File: src/design/esch_pkg.sv
package esch_pkg;

    // Index width of the search word, wide enough for 16 floors
    localparam int IDX_W      = 4;
    localparam int BTN_W      = 3;
    localparam int OUT_FLOORS = 4;
    localparam int TABLE_W    = BTN_W * OUT_FLOORS;

    localparam logic [BTN_W-1:0] BTN_UP   = 3'b001;
    localparam logic [BTN_W-1:0] BTN_DOWN = 3'b010;
    localparam logic [BTN_W-1:0] BTN_CAB  = 3'b100;

    localparam logic [1:0] DIR_UP   = 2'b01;
    localparam logic [1:0] DIR_DOWN = 2'b11;

    localparam logic [2:0] GOAL_NONE = 3'b111;

    typedef enum logic [1:0] {
        KIND_SCAN    = 2'd0,
        KIND_CLR_ONE = 2'd1,
        KIND_CLR_ALL = 2'd2
    } t_kind;

    typedef enum logic [1:0] {
        ST_IDLE,
        ST_SWEEP,
        ST_DONE
    } t_state;

    // Table update broadcast to every floor cell
    typedef struct packed {
        logic               set_en;
        logic [TABLE_W-1:0] set_bits;
        logic               clr_en;
        logic [IDX_W-1:0]   clr_idx;
        logic               clr_all;
    } t_cmd;

    // Search windows, held for the whole sweep
    typedef struct packed {
        logic             p1_en;
        logic [IDX_W-1:0] p1_lo;
        logic [IDX_W-1:0] p1_hi;
        logic [BTN_W-1:0] p1_mask;
        logic             p2_en;
        logic [IDX_W-1:0] p2_lo;
        logic [IDX_W-1:0] p2_hi;
        logic             pick_last;
    } t_ctx;

    // Search word handed from cell to cell
    typedef struct packed {
        logic             vld;
        logic             p1_hit;
        logic [IDX_W-1:0] p1_idx;
        logic             p2_hit;
        logic [IDX_W-1:0] p2_idx;
        logic             p3_hit;
        logic [IDX_W-1:0] p3_idx;
    } t_carry;

endpackage

File: src/design/esch_if.sv
interface esch_req_if;
    logic              valid;
    logic              ready;
    logic [1:0]        kind;
    logic signed [2:0] floor_index;
    logic              between_floors;
    logic              stopped;
    logic signed [1:0] travel_dir;
    logic [11:0]       call_buttons;

    modport source (
        output valid, kind, floor_index, between_floors, stopped, travel_dir, call_buttons,
        input  ready
    );
    modport sink (
        input  valid, kind, floor_index, between_floors, stopped, travel_dir, call_buttons,
        output ready
    );
endinterface

interface esch_res_if;
    logic              valid;
    logic              ready;
    logic signed [2:0] target_floor;
    logic [11:0]       pending_orders;

    modport source (
        output valid, target_floor, pending_orders,
        input  ready
    );
    modport sink (
        input  valid, target_floor, pending_orders,
        output ready
    );
endinterface

File: src/design/elevator_order_scheduler.sv
// Order table and goal selection for a collective-control elevator. Each floor's
// hall-up, hall-down and cab orders live in a floor cell; the cells form a chain through
// which a search word walks one floor per cycle, collecting the first same-direction or
// cab order before the goal, the first order from the goal onward and the lowest floor
// with any order. One request at a time: a scan result passes the walk along the cell chain,
// then a register for the new goal, then the result register; clears and ignored scans
// go straight to the result register. The next request is taken the cycle after a result
// is loaded. Every request returns one result with the goal (-1 for none) and the
// first four floors of the table. A new request is taken while the previous result still
// waits at the output.
module elevator_order_scheduler #(
    parameter int FLOORS = 4
) (
    input  logic        i_clk,
    input  logic        i_rst_n,
    esch_req_if.sink    i_req,
    esch_res_if.source  o_res
);

    localparam int GW = $clog2(FLOORS);

    esch_pkg::t_state                 r_state;
    esch_pkg::t_state                 n_state;
    logic                             r_kick;
    esch_pkg::t_ctx                   r_ctx;
    esch_pkg::t_ctx                   n_ctx;
    logic                             r_goal_vld;
    logic                             n_goal_vld;
    logic [GW-1:0]                    r_goal_idx;
    logic [GW-1:0]                    n_goal_idx;
    logic                             r_out_vld;
    logic [2:0]                       r_out_goal;
    logic [esch_pkg::TABLE_W-1:0]     r_out_pend;

    esch_pkg::t_cmd                   w_cmd;
    esch_pkg::t_carry                 w_chain [FLOORS+1];
    logic [esch_pkg::BTN_W-1:0]       w_bits  [FLOORS];
    logic [esch_pkg::TABLE_W-1:0]     w_pend;
    logic                             w_accept;
    logic                             w_fl_ok;
    logic                             w_scan_ok;
    logic                             w_load;
    logic                             w_sweep_end;
    logic [esch_pkg::IDX_W-1:0]       w_gi;
    logic [esch_pkg::IDX_W-1:0]       w_sel;
    logic [4:0]                       w_cur;
    logic [4:0]                       w_btw;
    logic [4:0]                       w_goal5;
    logic [4:0]                       w_up_start;
    logic [4:0]                       w_dn_start;
    logic [esch_pkg::IDX_W:0]         w_gi_next;
    logic [3:0]                       w_out_idx;

    assign w_accept  = i_req.valid && i_req.ready;
    assign w_fl_ok   = !i_req.floor_index[2] && (32'(i_req.floor_index[1:0]) < FLOORS);
    assign w_scan_ok = (i_req.kind == esch_pkg::KIND_SCAN) && w_fl_ok && !i_req.stopped;

    // search windows from the current floor, direction and goal
    assign w_gi       = esch_pkg::IDX_W'(r_goal_idx);
    assign w_cur      = {3'b000, i_req.floor_index[1:0]};
    assign w_btw      = {4'b0000, i_req.between_floors};
    assign w_goal5    = 5'(w_gi);
    assign w_up_start = w_cur + w_btw;
    assign w_dn_start = w_cur - w_btw;
    assign w_gi_next  = {1'b0, w_gi} + 5'd1;

    always_comb begin
        n_ctx = '0;
        if (r_goal_vld && (i_req.travel_dir == esch_pkg::DIR_UP)) begin
            n_ctx.p1_en     = w_up_start < w_goal5;
            n_ctx.p1_lo     = w_up_start[esch_pkg::IDX_W-1:0];
            n_ctx.p1_hi     = w_gi - 4'd1;
            n_ctx.p1_mask   = esch_pkg::BTN_UP | esch_pkg::BTN_CAB;
            n_ctx.p2_en     = 1'b1;
            n_ctx.p2_lo     = w_gi;
            n_ctx.p2_hi     = '1;
            n_ctx.pick_last = 1'b0;
        end else if (r_goal_vld && (i_req.travel_dir == esch_pkg::DIR_DOWN)) begin
            // start at or below the goal, or at -1 when leaving floor 0, leaves the window empty
            n_ctx.p1_en     = w_cur > (w_goal5 + w_btw);
            n_ctx.p1_lo     = w_gi_next[esch_pkg::IDX_W-1:0];
            n_ctx.p1_hi     = w_dn_start[esch_pkg::IDX_W-1:0];
            n_ctx.p1_mask   = esch_pkg::BTN_DOWN | esch_pkg::BTN_CAB;
            n_ctx.p2_en     = 1'b1;
            n_ctx.p2_lo     = '0;
            n_ctx.p2_hi     = w_gi;
            n_ctx.pick_last = 1'b1;
        end
    end

    always_comb begin
        w_cmd          = '0;
        w_cmd.set_bits = i_req.call_buttons;
        w_cmd.clr_idx  = esch_pkg::IDX_W'(i_req.floor_index[1:0]);
        w_cmd.set_en   = w_accept && w_scan_ok;
        w_cmd.clr_en   = w_accept && (i_req.kind == esch_pkg::KIND_CLR_ONE) && w_fl_ok;
        w_cmd.clr_all  = w_accept && (i_req.kind == esch_pkg::KIND_CLR_ALL);
    end

    // valid flag is the top field of the search word
    assign w_chain[0] = {r_kick, {($bits(esch_pkg::t_carry) - 1){1'b0}}};

    genvar g;
    generate
        for (g = 0; g < FLOORS; g++) begin : g_cell
            esch_cell #(
                .FLOOR (g)
            ) u_cell (
                .i_clk   (i_clk),
                .i_rst_n (i_rst_n),
                .i_cmd   (w_cmd),
                .i_ctx   (r_ctx),
                .i_carry (w_chain[g]),
                .o_carry (w_chain[g+1]),
                .o_bits  (w_bits[g])
            );
        end
        for (g = 0; g < esch_pkg::OUT_FLOORS; g++) begin : g_pend
            if (g < FLOORS) begin : g_on
                assign w_pend[esch_pkg::BTN_W*g +: esch_pkg::BTN_W] = w_bits[g];
            end else begin : g_off
                assign w_pend[esch_pkg::BTN_W*g +: esch_pkg::BTN_W] = '0;
            end
        end
    endgenerate

    // next state
    always_comb begin
        n_state = r_state;
        case (r_state)
            esch_pkg::ST_IDLE: begin
                if (w_accept) begin
                    n_state = w_scan_ok ? esch_pkg::ST_SWEEP : esch_pkg::ST_DONE;
                end
            end
            esch_pkg::ST_SWEEP: begin
                if (w_chain[FLOORS].vld) begin
                    n_state = esch_pkg::ST_DONE;
                end
            end
            esch_pkg::ST_DONE: begin
                if (!r_out_vld || o_res.ready) begin
                    n_state = esch_pkg::ST_IDLE;
                end
            end
            default: n_state = esch_pkg::ST_IDLE;
        endcase
    end

    // outputs of the sequencer
    always_comb begin
        i_req.ready = 1'b0;
        w_sweep_end = 1'b0;
        w_load      = 1'b0;
        case (r_state)
            esch_pkg::ST_IDLE:  i_req.ready = 1'b1;
            esch_pkg::ST_SWEEP: w_sweep_end = w_chain[FLOORS].vld;
            esch_pkg::ST_DONE:  w_load      = !r_out_vld || o_res.ready;
            default: begin
                i_req.ready = 1'b0;
            end
        endcase
    end

    always_comb begin
        if (w_chain[FLOORS].p1_hit) begin
            w_sel = w_chain[FLOORS].p1_idx;
        end else if (w_chain[FLOORS].p2_hit) begin
            w_sel = w_chain[FLOORS].p2_idx;
        end else begin
            w_sel = w_chain[FLOORS].p3_idx;
        end
    end

    always_comb begin
        n_goal_vld = r_goal_vld;
        n_goal_idx = r_goal_idx;
        if (w_sweep_end) begin
            n_goal_vld = w_chain[FLOORS].p1_hit || w_chain[FLOORS].p2_hit
                         || w_chain[FLOORS].p3_hit;
            n_goal_idx = GW'(w_sel);
        end
    end

    assign w_out_idx = 4'(r_goal_idx);

    always_ff @(posedge i_clk) begin
        if (!i_rst_n) begin
            r_state    <= esch_pkg::ST_IDLE;
            r_kick     <= 1'b0;
            r_goal_vld <= 1'b0;
            r_out_vld  <= 1'b0;
        end else begin
            r_state    <= n_state;
            r_kick     <= w_accept && w_scan_ok;
            r_goal_vld <= n_goal_vld;
            if (w_load) begin
                r_out_vld <= 1'b1;
            end else if (o_res.ready) begin
                r_out_vld <= 1'b0;
            end
        end
    end

    always_ff @(posedge i_clk) begin
        r_goal_idx <= n_goal_idx;
        if (w_accept) begin
            r_ctx <= n_ctx;
        end
        if (w_load) begin
            r_out_goal <= r_goal_vld ? w_out_idx[2:0] : esch_pkg::GOAL_NONE;
            r_out_pend <= w_pend;
        end
    end

    assign o_res.valid          = r_out_vld;
    assign o_res.target_floor   = r_out_goal;
    assign o_res.pending_orders = r_out_pend;

endmodule

File: src/design/esch_cell.sv
module esch_cell #(
    parameter int FLOOR = 0
) (
    input  logic                          i_clk,
    input  logic                          i_rst_n,
    input  esch_pkg::t_cmd                i_cmd,
    input  esch_pkg::t_ctx                i_ctx,
    input  esch_pkg::t_carry              i_carry,
    output esch_pkg::t_carry              o_carry,
    output logic [esch_pkg::BTN_W-1:0]    o_bits
);

    localparam logic [esch_pkg::IDX_W-1:0] FL = esch_pkg::IDX_W'(FLOOR);

    logic [esch_pkg::BTN_W-1:0] r_bits;
    logic [esch_pkg::BTN_W-1:0] n_bits;
    logic [esch_pkg::BTN_W-1:0] w_btn;
    esch_pkg::t_carry           r_carry;
    esch_pkg::t_carry           n_carry;
    logic                       w_any;
    logic                       w_p1;
    logic                       w_p2;

    generate
        if (FLOOR < esch_pkg::OUT_FLOORS) begin : g_btn
            assign w_btn = i_cmd.set_bits[esch_pkg::BTN_W*FLOOR +: esch_pkg::BTN_W];
        end else begin : g_nobtn
            assign w_btn = '0;
        end
    endgenerate

    always_comb begin
        n_bits = r_bits;
        if (i_cmd.clr_all) begin
            n_bits = '0;
        end else if (i_cmd.clr_en && (i_cmd.clr_idx == FL)) begin
            n_bits = '0;
        end else if (i_cmd.set_en) begin
            n_bits = r_bits | w_btn;
        end
    end

    assign w_any = |r_bits;
    assign w_p1  = i_ctx.p1_en && (FL >= i_ctx.p1_lo) && (FL <= i_ctx.p1_hi)
                   && |(r_bits & i_ctx.p1_mask);
    assign w_p2  = i_ctx.p2_en && (FL >= i_ctx.p2_lo) && (FL <= i_ctx.p2_hi) && w_any;

    // downward searches keep the highest hit, everything else the lowest
    always_comb begin
        n_carry = i_carry;
        if (w_p1 && (i_ctx.pick_last || !i_carry.p1_hit)) begin
            n_carry.p1_hit = 1'b1;
            n_carry.p1_idx = FL;
        end
        if (w_p2 && (i_ctx.pick_last || !i_carry.p2_hit)) begin
            n_carry.p2_hit = 1'b1;
            n_carry.p2_idx = FL;
        end
        if (w_any && !i_carry.p3_hit) begin
            n_carry.p3_hit = 1'b1;
            n_carry.p3_idx = FL;
        end
    end

    always_ff @(posedge i_clk) begin
        if (!i_rst_n) begin
            r_bits  <= '0;
            r_carry <= '0;
        end else begin
            r_bits  <= n_bits;
            r_carry <= n_carry;
        end
    end

    assign o_carry = r_carry;
    assign o_bits  = r_bits;

endmodule

File: src/flat_wrapper.sv
// flat-port wrapper written by rule: the top's interface ports become plain ports
module elevator_order_scheduler_flat 
#(
    parameter int FLOORS = 4
)
  (i_clk, i_rst_n, i_req_valid, i_req_kind, i_req_floor_index, i_req_between_floors, i_req_stopped, i_req_travel_dir, i_req_call_buttons, i_req_ready, o_res_valid, o_res_target_floor, o_res_pending_orders, o_res_ready);
  esch_req_if i_req_i ();
  esch_res_if o_res_i ();
  input  logic i_clk;
  input  logic i_rst_n;
  input wire logic [$bits(i_req_i.valid)-1:0] i_req_valid;
  input wire logic [$bits(i_req_i.kind)-1:0] i_req_kind;
  input wire logic [$bits(i_req_i.floor_index)-1:0] i_req_floor_index;
  input wire logic [$bits(i_req_i.between_floors)-1:0] i_req_between_floors;
  input wire logic [$bits(i_req_i.stopped)-1:0] i_req_stopped;
  input wire logic [$bits(i_req_i.travel_dir)-1:0] i_req_travel_dir;
  input wire logic [$bits(i_req_i.call_buttons)-1:0] i_req_call_buttons;
  output wire logic [$bits(i_req_i.ready)-1:0] i_req_ready;
  output wire logic [$bits(o_res_i.valid)-1:0] o_res_valid;
  output wire logic [$bits(o_res_i.target_floor)-1:0] o_res_target_floor;
  output wire logic [$bits(o_res_i.pending_orders)-1:0] o_res_pending_orders;
  input wire logic [$bits(o_res_i.ready)-1:0] o_res_ready;
  assign i_req_i.valid = i_req_valid;
  assign i_req_i.kind = i_req_kind;
  assign i_req_i.floor_index = i_req_floor_index;
  assign i_req_i.between_floors = i_req_between_floors;
  assign i_req_i.stopped = i_req_stopped;
  assign i_req_i.travel_dir = i_req_travel_dir;
  assign i_req_i.call_buttons = i_req_call_buttons;
  assign i_req_ready = i_req_i.ready;
  assign o_res_valid = o_res_i.valid;
  assign o_res_target_floor = o_res_i.target_floor;
  assign o_res_pending_orders = o_res_i.pending_orders;
  assign o_res_i.ready = o_res_ready;
  elevator_order_scheduler #(.FLOORS(FLOORS)) u_core (.i_clk(i_clk), .i_rst_n(i_rst_n), .i_req(i_req_i), .o_res(o_res_i));
endmodule
File: config.mk
export PLATFORM = sky130hd
export DESIGN_NAME = elevator_order_scheduler_flat
export DESIGN_NICKNAME = d
export VERILOG_FILES = /design/src/design/esch_pkg.sv /design/src/design/esch_if.sv /design/src/design/elevator_order_scheduler.sv /design/src/design/esch_cell.sv /design/src/flat_wrapper.sv
export SDC_FILE = /design/constraint.sdc
export NUM_CORES = 1
export LEC_CHECK = 0
export BUFFER_PORTS_ARGS = -buffer_cell sky130_fd_sc_hd__buf_4
export CAP_MARGIN = 20
export CORE_MARGIN = 4
export CORE_UTILIZATION = 30
export CTS_CLUSTER_DIAMETER = 40
export DETAILED_ROUTE_END_ITERATION = 12
export PLACE_DENSITY_LB_ADDON = 0.15
export RECOVER_POWER = 100
export SYNTH_ARGS = -nofsm -noshare
export SYNTH_HDL_FRONTEND = slang
export SYNTH_HIERARCHICAL = 1
export SYNTH_SLANG_ARGS = --single-unit
File: constraint.sdc
create_clock -name i_clk -period 1.7 [get_ports i_clk]
set_input_delay 0.17 -clock i_clk [delete_from_list [all_inputs] [get_ports i_clk]]
set_output_delay 0.17 -clock i_clk [all_outputs]
set_load 0.01 [all_outputs]
==> qor.yml <==
critical_path:
  cpMostUsedCell: "ha_4"
  cp_num_buf_inv: 1
  start_kind: "flop"
  worst_ep_required_time_ns: 1.77
  crit_type: "flop to flop"
  cp_slowest_cell: "edfxtp_1"
  crit_fanout: 2
  cp-end-kind: "flop"
  cp_cell_sequence: "ha_2 -> ha_4 -> inv_4 -> ha_4 -> nor2b_4 -> o2111ai_2 -> a21oi_2"
  critPathTopFamily: "adder cells"
  max_stage_delay_ns: 0.39
  cp_data_arrival_time_ns: 1.83
clock_tree:
  cts_sinks: 88
  ctsLongestPathBuffers: 2
  clkTransAtPathRegs_ns: 0.07
  clkLatencyLatePin_ns: 0.33
  cts_root_buf: "clkbuf_16"
  cts_buffers: 9
  htree_num_levels: 3
  cts_hold_buf: 0
  cts_tree: "built"
route:
  drcViolationCount: 0
  vias: 2470
  ant_nets: 0
  vias_per_cell: 4.427
  wl_um: 7407
  drtIter0Drc: 59
  firstDrtPassIters: 4
  wl_per_cell_um: 13.27
place:
  io_buffer_count: 41
  gp_congestion: 0.7410
  dpl.cell_count: 541
  dp_hpwl_um: 5577
timing:
  finalCritPeriodShare: 1.034
  rsz0062_at_grt: "true"
  finalWorstSetupSlack_ns: -0.05753
  finalSetupTns_ns: -0.05753
  fin_worst_skew_ns: 0.004697
  fmax_mhz: 569.0
  tightest_slew_ns: 0.5318
  finalSetupViolCount: 1
  min_period_ns: 1.758
  timing.hold.ws_ns: 0.06454
  maxSlewViolCount: 0
  finalHoldViolations: 0
  relSlewSlack: 0.6455
global_route:
  grt_usage: 0.1170
  grt_pass1_vias: 2410
  antenna_found_initial: 0
  grt_max_degree: 25
  overflow: 0
  grt_pass1_wl_um: 11920
power:
  pwr_density_cell_mw_per_mm2: 1010
  ir_worst_vdd_mv: 0.5079
  p_leak_nw: 1.832
layout:
  drive_gt1_frac: 0.1759
  seq_area_mm2: 0.002072
  layout_common_cells: "dfxtp_1 (57), buf_4 (33), conb_1 (31), edfxtp_1 (31), nor2_1 (29)"
  layout.cells.non_filler: 558
  n_antenna_cell: 0
  area_delta_synth_final_pct: 28.62
  fillers: 1159
  multi_input_area_mm2: 0.001479
  layout_commonest_cell: "dfxtp_1"
  final_nets: 446
synth:
  syn-instance-count: 314
  yosysWarnings: 6
  synth_area_mm2: 0.003520
  avgSynthCellArea_um2: 11.21
hold_path:
  hold_path.class: "input pin to flop"
floorplanning:
  dieHeight_um: 116.3
  die_area_mm2: 0.01353
  die_x_um: 116.3
  placementRows: 39
  ios: 42
  core-area_mm2: 0.01147
  start_util: 0.3069
flow_run:
  cap_violations: 0
outcome:
  violations: "setup timing"
  outcome: "finished, violations left"
-- area by class of cell --
type / count / area share
Multi-Input combinational cell: 221 / 0.3267
Clock buffer: 9 / 0.04975
Sequential cell: 88 / 0.4577
Clock inverter: 7 / 0.01797
Timing Repair Buffer: 62 / 0.08458
Inverter: 28 / 0.02377
Tap cell: 143 / 0.03952
-- state kept, by name (all words and copies together), names as in the netlist --
signal and count:
u_core/g_cell.u_cell/o_carry 40, u_core/r_ctx 14, u_core/g_cell.u_cell/o_bits 12, u_core/o_res.pending_orders 12
u_core/o_res.target_floor 3, u_core/r_goal_idx 2, u_core/r_state 2, u_core/o_res.valid 1
u_core/r_goal_vld 1, u_core/r_kick 1
-- metal layers --
layer  GRT usage  vias up  share of wire  wire length (um)
met5           0        -              0                 0
met4     0.03248        0         0.0070                52
met1      0.1454     1127           0.48              3534
li1            -     1290              -                 -
met3     0.04145        4          0.050               371
met2      0.1930       49           0.47              3449
-- worst paths after layout --
path | start | endpoint | slack [ns] | cells after the start
setup / recovery | u_core/r_goal_idx[0] | u_core/r_ctx[21] | -0.06 | 7
hold / removal | i_req_call_buttons[6] | u_core/g_cell[2].u_cell/o_bits[0] | 0.06 | 3
setup reg to reg | u_core/r_goal_idx[0] | u_core/r_ctx[21] | -0.06 | 7
hold reg to reg | u_core/g_cell[1].u_cell/o_carry[0] | u_core/g_cell[2].u_cell/o_carry[0] | 0.42 | 2
-- where the power goes --
group	total [mW]	internal [mW]	switching (mW)	leakage [nW]
registers	2.28	2.24	0.0316	0.765
logic	0.322	0.147	0.175	0.915
clock network	1.98	1.16	0.820	0.151
-- worst reg2reg max path: stages (launching register included) --
cell and delay, ns:
edfxtp_1 0.39, ha_2 0.22, ha_4 0.27, inv_4 0.03, ha_4 0.20, nor2b_4 0.12
o2111ai_2 0.20, a21oi_2 0.07
-- metrics by stage --
| step | power, mW | cell area (um2) | setup WS (ns) | util |
|---|---|---|---|---|
| 2_1_floorplan | 2.490 | 3675 | -0.07954 | - |
| 3_3_place_gp | 2.660 | 4310 | -0.06105 | 0.3759 |
| 3_5_place_dp | 2.661 | 4310 | -0.08624 | 0.3759 |
| 4_1_cts | 4.650 | 4626 | -0.05729 | 0.4034 |
| 5_1_grt | 4.763 | 4527 | -0.1385 | 0.3948 |
| 6_report | 4.573 | 4527 | -0.05753 | 0.3948 |
-- what timing repair did --
action                                  4_1_cts  5_1_grt
buffers inserted                              0        1
gates resized for setup                       2        7
endpoints found under the setup margin        2       15
pin swaps                                     6        8
No activity file was read; power rests on OpenSTA's default activity.
